==> src/hw/rtl/fdm_pkg.sv <==
// Shared constants and types for the FAT directory entry name match block.
package fdm_pkg;

   localparam int unsigned NAME_LOW_W  = 64;
   localparam int unsigned NAME_HIGH_W = 24;
   localparam int unsigned ATTR_W      = 8;
   localparam int unsigned HALF_W      = 16;
   localparam int unsigned CLUSTER_W   = 2 * HALF_W;
   localparam int unsigned REQ_DATA_W  = NAME_LOW_W + NAME_HIGH_W + ATTR_W + 2 * HALF_W;
   localparam int unsigned RSP_DATA_W  = CLUSTER_W;
   localparam int unsigned CSR_INDEX_W = 2;
   localparam int unsigned CSR_DATA_W  = 64;

   localparam logic [7:0] DELETED_MARK = 8'hE5;
   localparam logic [7:0] KANJI_MARK   = 8'h05;
   localparam logic [7:0] END_MARK     = 8'h00;
   localparam int unsigned DIR_ATTR_BIT = 4;

   localparam logic [NAME_LOW_W-1:0]  TARGET_LOW_RESET  = 64'h2020202020202020;
   localparam logic [NAME_HIGH_W-1:0] TARGET_HIGH_RESET = 24'h202020;

   // Configuration register indexes.
   localparam logic [CSR_INDEX_W-1:0] REG_TARGET_LOW  = 2'd0;
   localparam logic [CSR_INDEX_W-1:0] REG_TARGET_HIGH = 2'd1;
   localparam logic [CSR_INDEX_W-1:0] REG_WANT_DIR    = 2'd2;

   typedef enum logic [2:0] {
      ST_NONE      = 3'd0,
      ST_FOUND     = 3'd1,
      ST_END       = 3'd2,
      ST_EXHAUSTED = 3'd3,
      ST_IGNORED   = 3'd4
   } status_type;

   typedef struct packed {
      status_type                 status;
      logic [CLUSTER_W-1:0]       cluster;
   } result_type;

endpackage

==> src/hw/rtl/fat_dir_entry_name_match.sv <==
// Top level of the FAT directory entry name match block.
//
// The block compares one 32-byte FAT32 directory entry per request against a
// configured 11-byte short name and answers each request with one status and,
// on a match, the entry's 32-bit first cluster. A new request is taken in every
// cycle unless the skid is full; results are registered. The only loop is the
// one-bit "search done" flag, which is updated in the same cycle the request is
// judged, so back-to-back requests of one search see each other's outcome.
// Results sit in an output register backed by a one-entry skid register, so
// the request side keeps flowing for one more request while the response side
// stalls; req_tready drops only when both hold a result. Deleted entries
// (first byte 0xE5) are skipped, a first byte of 0x00 ends the search, and a
// first byte of 0x05 is compared as 0xE5. search_start on a request reopens the
// search before that entry is judged. Configuration is written through the
// csr_ port, which is always ready, and should only be written while no result
// is outstanding.
module fat_dir_entry_name_match
   import fdm_pkg::*;
(
   input  logic                   clock,
   input  logic                   reset,
   // Request channel.
   input  logic                   req_tvalid,
   output logic                   req_tready,
   // tdata from bit 0: entry_name_low[63:0], entry_name_high[87:64],
   // entry_attr[95:88], cluster_high_half[111:96], cluster_low_half[127:112].
   input  logic [REQ_DATA_W-1:0]  req_tdata,
   // tuser: search_start.
   input  logic                   req_tuser,
   // tlast: listing_last.
   input  logic                   req_tlast,
   // Response channel.
   output logic                   rsp_tvalid,
   input  logic                   rsp_tready,
   // tdata: start_cluster[31:0].
   output logic [RSP_DATA_W-1:0]  rsp_tdata,
   // tuser: status[2:0].
   output logic [2:0]             rsp_tuser,
   // Configuration write channel.
   input  logic                   csr_valid,
   output logic                   csr_ready,
   input  logic [CSR_INDEX_W-1:0] csr_index,
   input  logic [CSR_DATA_W-1:0]  csr_data
);

   // Configuration registers.
   logic [NAME_LOW_W-1:0]  target_low_ff,  target_low_in;
   logic [NAME_HIGH_W-1:0] target_high_ff, target_high_in;
   logic                   want_dir_ff,    want_dir_in;

   // Search state and output buffering.
   logic       search_done_ff, search_done_in;
   logic       out_valid_ff,   out_valid_in;
   logic       skid_valid_ff,  skid_valid_in;
   result_type out_ff,  out_in;
   result_type skid_ff, skid_in;

   // Request fields.
   logic [NAME_LOW_W-1:0]  entry_name_low;
   logic [NAME_HIGH_W-1:0] entry_name_high;
   logic [ATTR_W-1:0]      entry_attr;
   logic [HALF_W-1:0]      cluster_high_half;
   logic [HALF_W-1:0]      cluster_low_half;

   logic [NAME_LOW_W-1:0]  cmp_name_low;
   logic [7:0]             first_byte;
   logic                   done_eff;
   logic                   kind_ok;
   logic                   name_hit;
   logic                   req_accept;
   logic                   rsp_accept;
   result_type             result;

   assign entry_name_low    = req_tdata[NAME_LOW_W-1:0];
   assign entry_name_high   = req_tdata[NAME_LOW_W +: NAME_HIGH_W];
   assign entry_attr        = req_tdata[NAME_LOW_W + NAME_HIGH_W +: ATTR_W];
   assign cluster_high_half = req_tdata[NAME_LOW_W + NAME_HIGH_W + ATTR_W +: HALF_W];
   assign cluster_low_half  = req_tdata[NAME_LOW_W + NAME_HIGH_W + ATTR_W + HALF_W +: HALF_W];

   assign req_tready = ~skid_valid_ff;
   assign req_accept = req_tvalid & req_tready;
   assign rsp_accept = out_valid_ff & rsp_tready;
   assign csr_ready  = 1'b1;

   // A new search reopens the flag before this entry is judged.
   assign done_eff   = search_done_ff & ~req_tuser;
   assign first_byte = entry_name_low[7:0];

   // A leading 0x05 stands for a real 0xE5 in the name.
   assign cmp_name_low = (first_byte == KANJI_MARK)
                         ? {entry_name_low[NAME_LOW_W-1:8], DELETED_MARK}
                         : entry_name_low;

   assign kind_ok  = (entry_attr[DIR_ATTR_BIT] == want_dir_ff);
   assign name_hit = (cmp_name_low == target_low_ff) && (entry_name_high == target_high_ff);

   always_comb begin
      result.status  = ST_NONE;
      result.cluster = '0;
      if (done_eff) begin
         result.status = ST_IGNORED;
      end else if (first_byte == DELETED_MARK) begin
         if (req_tlast) begin
            result.status = ST_EXHAUSTED;
         end
      end else if (first_byte == END_MARK) begin
         result.status = ST_END;
      end else if (kind_ok && name_hit) begin
         result.status  = ST_FOUND;
         result.cluster = {cluster_high_half, cluster_low_half};
      end else if (req_tlast) begin
         result.status = ST_EXHAUSTED;
      end
   end

   // Every status other than "no match yet" leaves the search closed; an
   // ignored entry keeps it closed.
   always_comb begin
      search_done_in = search_done_ff;
      if (req_accept) begin
         search_done_in = (result.status != ST_NONE);
      end
   end

   // Output register with a one-entry skid behind it.
   always_comb begin
      out_valid_in  = out_valid_ff;
      skid_valid_in = skid_valid_ff;
      out_in        = out_ff;
      skid_in       = skid_ff;
      if (rsp_accept) begin
         if (skid_valid_ff) begin
            out_in        = skid_ff;
            skid_valid_in = 1'b0;
         end else if (req_accept) begin
            out_in = result;
         end else begin
            out_valid_in = 1'b0;
         end
      end else if (req_accept) begin
         if (out_valid_ff) begin
            skid_in       = result;
            skid_valid_in = 1'b1;
         end else begin
            out_in       = result;
            out_valid_in = 1'b1;
         end
      end
   end

   always_comb begin
      target_low_in  = target_low_ff;
      target_high_in = target_high_ff;
      want_dir_in    = want_dir_ff;
      if (csr_valid && csr_ready) begin
         unique case (csr_index)
            REG_TARGET_LOW:  target_low_in  = csr_data[NAME_LOW_W-1:0];
            REG_TARGET_HIGH: target_high_in = csr_data[NAME_HIGH_W-1:0];
            REG_WANT_DIR:    want_dir_in    = csr_data[0];
            default:         ;
         endcase
      end
   end

   always_ff @(posedge clock) begin
      if (reset) begin
         target_low_ff  <= TARGET_LOW_RESET;
         target_high_ff <= TARGET_HIGH_RESET;
         want_dir_ff    <= 1'b1;
         search_done_ff <= 1'b0;
         out_valid_ff   <= 1'b0;
         skid_valid_ff  <= 1'b0;
      end else begin
         target_low_ff  <= target_low_in;
         target_high_ff <= target_high_in;
         want_dir_ff    <= want_dir_in;
         search_done_ff <= search_done_in;
         out_valid_ff   <= out_valid_in;
         skid_valid_ff  <= skid_valid_in;
      end
   end

   always_ff @(posedge clock) begin
      out_ff  <= out_in;
      skid_ff <= skid_in;
   end

   assign rsp_tvalid = out_valid_ff;
   assign rsp_tdata  = out_ff.cluster;
   assign rsp_tuser  = out_ff.status;

endmodule

==> config.mk <==
export PLATFORM = sky130hd
export DESIGN_NAME = fat_dir_entry_name_match
export DESIGN_NICKNAME = d
export VERILOG_FILES = /design/src/hw/rtl/fdm_pkg.sv /design/src/hw/rtl/fat_dir_entry_name_match.sv
export SDC_FILE = /design/constraint.sdc
export NUM_CORES = 1
export LEC_CHECK = 0
export BUFFER_PORTS_ARGS = -buffer_cell sky130_fd_sc_hd__buf_2
export CAP_MARGIN = 30
export CELL_PAD_IN_SITES_DETAIL_PLACEMENT = 1
export CELL_PAD_IN_SITES_GLOBAL_PLACEMENT = 2
export CORE_MARGIN = 2
export CORE_UTILIZATION = 30
export DETAILED_ROUTE_END_ITERATION = 7
export GPL_TIMING_DRIVEN = 0
export PLACE_DENSITY = 0.87
export RECOVER_POWER = 25
export SETUP_SLACK_MARGIN = 0.15
export SYNTH_ARGS = -nofsm -noshare
export SYNTH_HDL_FRONTEND = slang
export SYNTH_SLANG_ARGS = --single-unit
export TNS_END_PERCENT = 100
==> constraint.sdc <==
create_clock -name clock -period 4 [get_ports clock]
set_input_delay 0.8 -clock clock [delete_from_list [all_inputs] [get_ports clock]]
set_output_delay 0.8 -clock clock [all_outputs]
set_load 0.005 [all_outputs]
==> results.py, run 1 <==
metrics = {
    "clock_tree": {
        "tritoncts": "yes",
        "cts_max_path_buffers": 2,
        "postCtsHoldBufs": 0,
        "cts_buffers": 17,
        "insertion_delay_ps": 430,
        "clock_sinks": 162,
        "clock_tree.root_cell": "clkbuf_16",
        "htreeDepth": 4,
        "cts_resized": 0,
        "post-cts-setup-buffer-count": 0,
        "clk_pin_slew_ps": 80,
    },
    "critical_path": {
        "worstPathRequired_ps": 4290,
        "critPathMaxStageDelay_ps": 600,
        "crit_fanout": 10,
        "critPathKind": "in2reg",
        "worstPathArrival_ps": 3290,
        "rr_worst_depth": 7,
        "cp_top_family": "simple AND/OR/NAND/NOR gates",
        "crit_buf_inv": 2,
        "ff2ff_setup_slack_ps": 1120,
        "crit_chain": "buf_2 -> xor2_1 -> nor4_1 -> nand4_1 -> or4_4 -> nor3_4 -> clkbuf_2 -> and2_1",
        "endpoint_kind": "register",
        "worstReg2RegEnd": "skid_ff[28]$_DFFE_PP_",
        "slowest_stage": "or4_4",
        "reg2reg_from": "target_low_ff[41]$_SDFFE_PP0P_",
        "startpoint_type": "input pin",
    },
    "power_and_ir_drop": {
        "p_int_uw": 2930,
        "power_density_mw_per_mm2": 418,
        "p_switching_uw": 1040,
        "p_sw_share_pct": 26.3,
        "p_leak_uw": 0.00387,
        "clkPwrFrac_pct": 44.1,
        "p_comb_share_pct": 9.9,
        "ir_drop_mv": 0.216,
        "seqPwrFrac_pct": 46.0,
    },
    "global_routing": {
        "antenna_found_initial": 6,
        "track_usage_pct": 19.2,
        "grt-ovfl-total": 0,
        "grt_pass1_vias": 6550,
        "grt_max_degree": 27,
        "grt_pass1_wl_mm": 37.4,
    },
    "logic_synthesis": {
        "synth_cells": 742,
        "syn_area_sq_mm": 0.00728,
        "synth_edf_count": 70,
        "yosys.cell_types.count": 45,
        "yosys_warnings": 0,
        "async_flop_share_pct": 0,
        "synth_fp_nets": 944,
        "seq_area_frac_synth_pct": 54.1,
        "synth_area_per_cell_sq_um": 9.82,
        "ys_ff_latch": 162,
        "synth_ff_type": "dfxtp_1",
    },
    "sta": {
        "fin_setup_tns_ps": 0,
        "tightest_slew_ps": 960,
        "finalMaxSlewViolations": 0,
        "rsz0062_at_grt": "false",
        "post-route-min-period_ps": 3000,
        "setup_viol": 0,
        "clock.fmax_mhz": 333,
        "min_period_over_period_pct": 75.1,
        "relSlewSlack_pct": 35.8,
        "clock_skew_ps": 14.6,
        "final-hold-violation-count": 0,
        "timing.hold.ws_ps": 470,
    },
    "finish": {
        "fin_util_pct": 39.4,
        "drive_gt1_share_pct": 29.7,
        "area_delta_synth_final_pct": 30.3,
        "fin_cells": 1333,
        "nFillCells": 2883,
        "layout.nets": 1196,
        "final_area_sq_mm": 0.00949,
    },
    "run_status": {
        "status": "completed",
    },
    "placement": {
        "place_inst": 1299,
        "gp_congestion": 0.798,
        "io_buffers": 229,
        "dpl_cell_area_sq_mm": 0.00890,
        "dp_hpwl_mm": 19.2,
    },
    "hold_path": {
        "min_to": "target_low_ff[47]$_SDFFE_PP0P_",
        "hold_class": "reg2reg",
        "hp-start": "target_low_ff[47]$_SDFFE_PP0P_",
        "hold_depth": 2,
    },
    "die": {
        "die_h_um": 160,
        "coreArea_sq_mm": 0.0241,
        "initial_core_util_pct": 30.2,
        "die_width_um": 160,
        "io_pins": 239,
        "die_area_sq_mm": 0.0255,
        "rows": 57,
    },
    "drt": {
        "wl_per_cell_um": 18.2,
        "ant_nets": 0,
        "first_pass_iters": 5,
        "first_iter_violations": 213,
        "viasPerCell": 4.66,
        "wirelength_mm": 24.3,
        "drc": 0,
        "vias": 6210,
    },
    "flow_run": {
        "cap_violations": 0,
    },
}
[placed cells by master (no fill, tap or decap), types with 3 or more instances in the layout]
cell type and count:
o21ai_0 3, clkbuf_16 17, buf_2 210, nor2_1 6, nor4_1 16, buf_6 5, clkbuf_2 3, a31o_2 32
and2_2 9, nand2_1 183, and2_1 55, edfxtp_1 70, xor2_1 52, dfxtp_1 92, xnor2_1 34, inv_1 7
a21oi_1 84, inv_8 7, clkbuf_1 54, nand4_1 12, nand2b_1 4, nand3b_1 13
[logic make-up after synthesis]
kind of cell	synth area share, %
simple gates	21.0
flops	54.1
fa+ha+maj	0.172
xor+xnor	10.3
buf+inv	2.99
other cells	0.0515
mux	0.137
compound gates	11.2
[final cells by class]
class                      instances  area (sq um)  area share, %
sequential                       162          3940           41.5
antenna                            2          5.00         0.0527
clock buffer                      17           425           4.48
inverter                           7          26.3          0.277
multi-input combinational        530          3120           32.9
tap                              324           405           4.27
timing repair buffer             233          1170           12.3
clock inverter                    15           205           2.16
buffer                            43           191           2.02
[worst max-delay path by stage]
| stage | startpoint | slack (ps) | endpoint | cells after the start |
|---|---|---|---|---|
| global route | req_tdata[41] | 810 | skid_ff[3]$_DFFE_PP_ | 8 |
| finish | req_tdata[41] | 1000 | skid_ff[28]$_DFFE_PP_ | 8 |
| CTS | req_tdata[41] | 910 | skid_ff[28]$_DFFE_PP_ | 8 |
| floorplan | req_tvalid | 240 | skid_ff[0]$_DFFE_PP_ | 2 |
| global placement | req_tvalid | -1130 | skid_ff[24]$_DFFE_PP_ | 3 |
| detailed placement | req_tdata[41] | 470 | skid_ff[3]$_DFFE_PP_ | 8 |
[sequential cells by signal, indices dropped and copies added (netlist names)]
register and flops:
skid_valid_ff 1, rsp_tdata 32, search_done_ff 1, rsp_tvalid 1, target_low_ff 64, target_high_ff 24
rsp_tuser 3, skid_ff 35, want_dir_ff 1
[power groups by stage]
| stage | logic [uW] | clock network (uW) | registers (uW) |
|---|---|---|---|
| after floorplan | 168 | 0 | 1860 |
| after global placement | 385 | 0 | 1870 |
| after detailed placement | 404 | 0 | 1860 |
| after CTS | 406 | 1790 | 1830 |
| after global routing | 436 | 1860 | 1830 |
| final | 392 | 1750 | 1830 |
[stage by stage]
stage	worst slack [ps]	power, uW
after global placement	-1130	2250
after detailed placement	468	2270
after floorplan	235	2030
after global routing	814	4130
final	996	3970
after CTS	912	4020
[worst min-delay path, delay by kind of cell, from the launching register on]
kind	cells	cell delay (ps)
DFF	1	320
and+or+nand+nor	1	50
AOI/OAI and AO/OA	1	50
[synthesized netlist by cell type, drive strengths merged (2+ instances only)]
master	instances	area share, %
nor4	17	1.5
nand4	12	1.0
nand2b	4	0.34
and2	64	5.7
edfxtp	70	29
xnor2	34	4.1
inv	7	0.36
nor3	3	0.36
clkbuf	37	2.0
dfxtp	92	25
and3b	2	0.24
o21ai	3	0.21
nor2	6	0.31
xor2	52	6.3
a31o	32	3.8
buf	6	0.67
nand2	183	9.4
a21oi	84	5.8
o22ai	2	0.17
nand3b	13	1.3
[routing by layer]
| layer | track usage, % | share of wire (%) |
|---|---|---|
| met5 | 0 | 0.16 |
| met4 | 4.67 | 1.6 |
| met3 | 6.65 | 9.0 |
| met2 | 32.8 | 48 |
| met1 | 23.2 | 41 |
(Power assumes the default switching activity.)
==> run 2, diff against run 1 <==
Settings changed: CORE_UTILIZATION 30 to 27, PLACE_DENSITY 0.87 to 0.83.
Clock period 4 ns to 2.65 ns, I/O delays scaled along.
==> run 2 against run 1 <==
Effect of this change:
- combinational power grew 63%
- final cell count grew 2.3%
- sequential power grew 51%
- critical path type is now reg2reg
- largest power group unchanged
==> results.py, run 2 (same netlist as run 1, synthesis figures left out) <==
metrics = {
    "run_status": {
        "status": "completed",
    },
    "sta": {
        "clock.fmax_mhz": 387,
        "setup_viol": 0,
        "relSlewSlack_pct": 4.71,
        "clock_skew_ps": 13.5,
        "min_period_over_period_pct": 97.4,
        "post-route-min-period_ps": 2580,
        "setup_slack_ps": 68.3,
        "finalMaxSlewViolations": 0,
        "tightest_slew_ps": 1420,
        "final-hold-violation-count": 0,
        "rsz0062_at_grt": "true",
    },
    "clock_tree": {
        "cts_max_path_buffers": 2,
        "tritoncts": "yes",
        "clock_tree.root_cell": "clkbuf_16",
        "htreeDepth": 4,
        "clk_pin_slew_ps": 70,
        "cts_buffers": 17,
        "postCtsHoldBufs": 0,
        "insertion_delay_ps": 430,
        "clock_sinks": 162,
    },
    "critical_path": {
        "crit_buf_inv": 2,
        "slowest_stage": "or4_4",
        "crit_chain": "xor2_2 -> nor4_4 -> nand4_1 -> or4_4 -> nor3_4 -> buf_4 -> clkbuf_4 -> and2_1",
        "critPathMaxStageDelay_ps": 590,
        "startpoint_type": "register",
        "cp_top_family": "simple AND/OR/NAND/NOR gates",
        "worstPathRequired_ps": 2950,
        "worstPathArrival_ps": 2880,
        "critPathKind": "reg2reg",
        "crit_fanout": 5,
        "endpoint_kind": "register",
    },
    "power_and_ir_drop": {
        "p_switching_uw": 1570,
        "clkPwrFrac_pct": 42.3,
        "p_leak_uw": 0.00406,
        "p_sw_share_pct": 26.6,
        "ir_drop_mv": 0.303,
        "seqPwrFrac_pct": 46.9,
        "p_int_uw": 4330,
        "power_density_mw_per_mm2": 587,
        "p_comb_share_pct": 10.8,
        "power_uw": 5890,
    },
    "placement": {
        "io_buffers": 229,
        "dpl_cell_area_sq_mm": 0.00895,
        "gp_congestion": 0.794,
        "dp_hpwl_mm": 19.8,
        "place_inst": 1315,
        "dp_slack_ps": -811,
    },
    "drt": {
        "first_iter_violations": 237,
        "wl_per_cell_um": 19.6,
        "wirelength_mm": 26.7,
        "viasPerCell": 4.64,
        "drc": 0,
        "vias": 6322,
        "first_pass_iters": 4,
        "ant_nets": 0,
    },
    "global_routing": {
        "track_usage_pct": 18.5,
        "grt_pass1_vias": 6600,
        "grt_pass1_wl_mm": 39.3,
        "grt-ovfl-total": 0,
        "grt_max_degree": 22,
        "antenna_found_initial": 8,
    },
    "finish": {
        "largest_reg_flops": 64,
        "final_cell_mix": "buf_2 (206), nand2_1 (183), dfxtp_1 (88)",
        "area_delta_synth_final_pct": 37.8,
        "nFillCells": 3139,
        "mostFrequentLayoutCell": "buf_2",
        "layout.nets": 1205,
        "final_area_sq_mm": 0.0100,
        "drive_gt1_share_pct": 32.2,
        "largest_register": "target_low_ff",
        "fin_cells": 1363,
    },
    "hold_path": {
        "hold_class": "in2reg",
    },
    "die": {
        "io_pins": 239,
        "die_area_sq_mm": 0.0283,
        "initial_core_util_pct": 27.3,
        "die_h_um": 168,
        "coreArea_sq_mm": 0.0267,
        "rows": 60,
        "die_width_um": 168,
    },
    "flow_run": {
        "cap_violations": 0,
    },
}
-- run 2: changes by cell type in the layout (fill, tap and decap cells not counted), sizes merged --
cell,before,now
diode,2,6
bufinv,2,1
buf,219,223
clkbuf,74,80
-- run 2: metal layers --
| layer | share of wire (%) | global-route usage, % |
|---|---|---|
| met5 | 0.14 | 0 |
| met1 | 39 | 21.0 |
| met2 | 50 | 32.6 |
| met4 | 2.2 | 5.73 |
| met3 | 8.6 | 6.61 |
-- run 2: path summary, 6_finish.rpt --
check,from,end,slack [ps],depth (start not counted)
max,target_low_ff[57]$_SDFFE_PP0P_,skid_ff[0]$_DFFE_PP_,70,8
min,csr_data[37],target_low_ff[37]$_SDFFE_PP1P_,310,3
max reg2reg,target_low_ff[57]$_SDFFE_PP0P_,skid_ff[0]$_DFFE_PP_,70,8
min reg2reg,target_low_ff[58]$_SDFFE_PP0P_,target_low_ff[58]$_SDFFE_PP0P_,470,2
-- run 2: final cells by class --
cell class                 instances  area [sq um]  share of cell area, %
buffer                            43           240                   2.39
clock buffer                      18           439                   4.38
inverter                           7          26.3                  0.262
sequential                       162          3950                   39.3
clock inverter                    14           141                   1.41
tap                              341           427                   4.25
timing repair buffer             242          1320                   13.2
multi-input combinational        530          3480                   34.6
antenna                            6          15.0                  0.150
-- run 2: through the flow --
stage,utilization (%),hold slack [ps],TNS [ps]
detailed placement,33.5,459,-47410
global placement,33.2,453,-75440
CTS,37.0,298,0
global route,37.5,311,0
finish,37.6,313,0
floorplan,-,448,0
-- run 2: timing repair --
action | 4_1_cts | 5_1_grt
setup endpoints to repair | 69 | 66
setup buffers | 6 | 0
hold endpoints to repair | 0 | 0
cloned | 3 | 1
resized for setup | 47 | 28
pin swaps | 21 | 22
-- run 2: worst min-delay path, cell delays in order --
cell,delay [ps]
buf_2,80
nand2_1,40
nand3b_1,70
-- run 2: power groups by stage --
stage | clock, uW | sequential, uW | combinational [uW]
after floorplan | 0 | 2810 | 256
after global placement | 0 | 2820 | 587
after detailed placement | 0 | 2820 | 621
after CTS | 2540 | 2760 | 644
after global routing | 2640 | 2770 | 699
final | 2490 | 2760 | 637
==> run 3, diff against run 2 <==
Settings changed: PLACE_DENSITY 0.83 to 0.81.
==> run 3 against run 2 <==
Effect of this change:
- hold slack better by 0.64 ps
- sequential share of layout area is 1.3 points higher
- non-clock buffer count is 5 lower
- clock power hardly changed
- fmax is 2.3% higher
- total power is 0.71% lower
- critical path depth stayed put
- critical path type unchanged
- critical endpoint is now rsp_tdata[27]$_DFFE_PP_
==> results.py, run 3 (same netlist as run 1, synthesis figures left out) <==
metrics = {
    "clock_tree": {
        "clock_sinks": 162,
        "clock_tree.root_cell": "clkbuf_16",
        "cts_buffers": 17,
        "cts_max_path_buffers": 2,
        "tritoncts": "yes",
        "htreeDepth": 4,
        "insertion_delay_ps": 430,
        "clk_pin_slew_ps": 70,
    },
    "finish": {
        "nFillCells": 3143,
        "seqCellArea_sq_mm": 0.00395,
        "largest_register": "target_low_ff",
        "final_cell_mix": "buf_2 (207), nand2_1 (183), dfxtp_1 (91)",
        "multi_input_area_sq_mm": 0.00324,
        "area_delta_synth_final_pct": 33.2,
        "mostFrequentLayoutCell": "buf_2",
        "layout.nets": 1200,
        "largest_reg_flops": 64,
        "drive_gt1_share_pct": 31.1,
        "fin_util_pct": 36.3,
    },
    "global_routing": {
        "grt-ovfl-total": 0,
        "track_usage_pct": 18.0,
        "antenna_found_initial": 9,
        "grt_pass1_vias": 6510,
        "grt_max_degree": 30,
        "grt_pass1_wl_mm": 38.3,
    },
    "critical_path": {
        "endpoint_kind": "register",
        "crit_chain": "xor2_2 -> nor4_4 -> nand4_1 -> or4_4 -> nor3_4 -> buf_12 -> buf_6 -> a31o_2",
        "worstPathRequired_ps": 2940,
        "slowest_stage": "or4_4",
        "critPathMaxStageDelay_ps": 590,
        "cp_top_family": "simple AND/OR/NAND/NOR gates",
        "startpoint_type": "register",
        "crit_buf_inv": 2,
        "critPathKind": "reg2reg",
        "worstPathArrival_ps": 2820,
        "crit_fanout": 10,
    },
    "sta": {
        "clock_skew_ps": 15.5,
        "relSlewSlack_pct": 48.3,
        "finalMaxSlewViolations": 0,
        "min_period_over_period_pct": 95.2,
        "fin_setup_tns_ps": 0,
        "rsz0062_at_grt": "true",
        "setup_slack_ps": 126,
        "final-hold-violation-count": 0,
        "tightest_slew_ps": 773,
        "timing.hold.ws_ps": 314,
        "clock.fmax_mhz": 396,
        "setup_viol": 0,
        "post-route-min-period_ps": 2520,
    },
    "die": {
        "die_h_um": 168,
        "die_area_sq_mm": 0.0283,
        "coreArea_sq_mm": 0.0267,
        "io_pins": 239,
        "initial_core_util_pct": 27.3,
        "rows": 60,
        "die_width_um": 168,
    },
    "placement": {
        "io_buffers": 229,
        "dp_slack_ps": -795,
        "dp_hpwl_mm": 19.7,
        "gp_congestion": 0.799,
    },
    "drt": {
        "wirelength_mm": 25.8,
        "first_iter_violations": 249,
        "wl_per_cell_um": 19.0,
        "vias": 6270,
        "viasPerCell": 4.61,
        "drc": 0,
        "first_pass_iters": 4,
        "ant_nets": 0,
    },
    "power_and_ir_drop": {
        "ir_drop_mv": 0.338,
        "power_density_mw_per_mm2": 603,
        "p_leak_uw": 0.00391,
    },
    "run_status": {
        "status": "completed",
    },
    "hold_path": {
        "hold_class": "in2reg",
    },
    "flow_run": {
        "cap_violations": 0,
    },
}
==> run 3: path summary, 6_finish.rpt <==
kind / startpoint / to / slack, ps / cells after the start
worst max-delay path: target_high_ff[4]$_SDFFE_PP0P_ / rsp_tdata[27]$_DFFE_PP_ / 130 / 8
worst min-delay path: csr_data[53] / target_low_ff[53]$_SDFFE_PP1P_ / 310 / 3
worst max register to register: target_high_ff[4]$_SDFFE_PP0P_ / rsp_tdata[27]$_DFFE_PP_ / 130 / 8
worst min register to register: target_low_ff[58]$_SDFFE_PP0P_ / target_low_ff[58]$_SDFFE_PP0P_ / 470 / 2
==> run 3: cell type report <==
| class | count | share of cell area, % |
|---|---|---|
| Antenna cell | 7 | 0.181 |
| Tap cell | 341 | 4.40 |
| Sequential cell | 162 | 40.7 |
| Inverter | 7 | 0.271 |
| Clock buffer | 21 | 5.08 |
| Multi-Input combinational cell | 530 | 33.4 |
| Timing Repair Buffer | 237 | 12.9 |
| Clock inverter | 11 | 0.929 |
| Buffer | 43 | 2.13 |
==> run 3: worst reg2reg max path, cell delays in order, from the launching register on <==
cell     delay (ps)
dfxtp_4         360
xor2_2          190
nor4_4          340
nand4_1         170
or4_4           590
nor3_4          240
buf_12          160
buf_6           140
a31o_2          190
==> run 3: stage by stage <==
stage                     std cells  cell area (sq um)  power, uW
after global placement         1312               8860       3400
after CTS                      1348               9610       5930
after floorplan                 742               7290       3060
after global routing           1353               9690       6090
final                          1359               9700       5850
after detailed placement       1315               8930       3430
==> run 3: repair_timing <==
| action | in CTS | in global routing |
|---|---|---|
| resized for setup | 13 | 11 |
| endpoints found under the hold margin | 0 | 0 |
| hold buffers | 0 | 0 |
| endpoints found under the setup margin | 69 | 62 |
| gates cloned | 0 | 2 |
| buffers inserted | 1 | 2 |
| pin swaps | 5 | 3 |
==> run 3: routing by layer <==
layer	part of all wire (%)	track usage, %
met1	41	21.3
met2	49	31.2
met3	7.7	5.55
met4	1.8	5.66
met5	0.14	0
==> run 3: where the power goes <==
group          switching, uW  internal (uW)
Sequential              56.1           2700
Combinational            356            264
Clock                   1110           1360
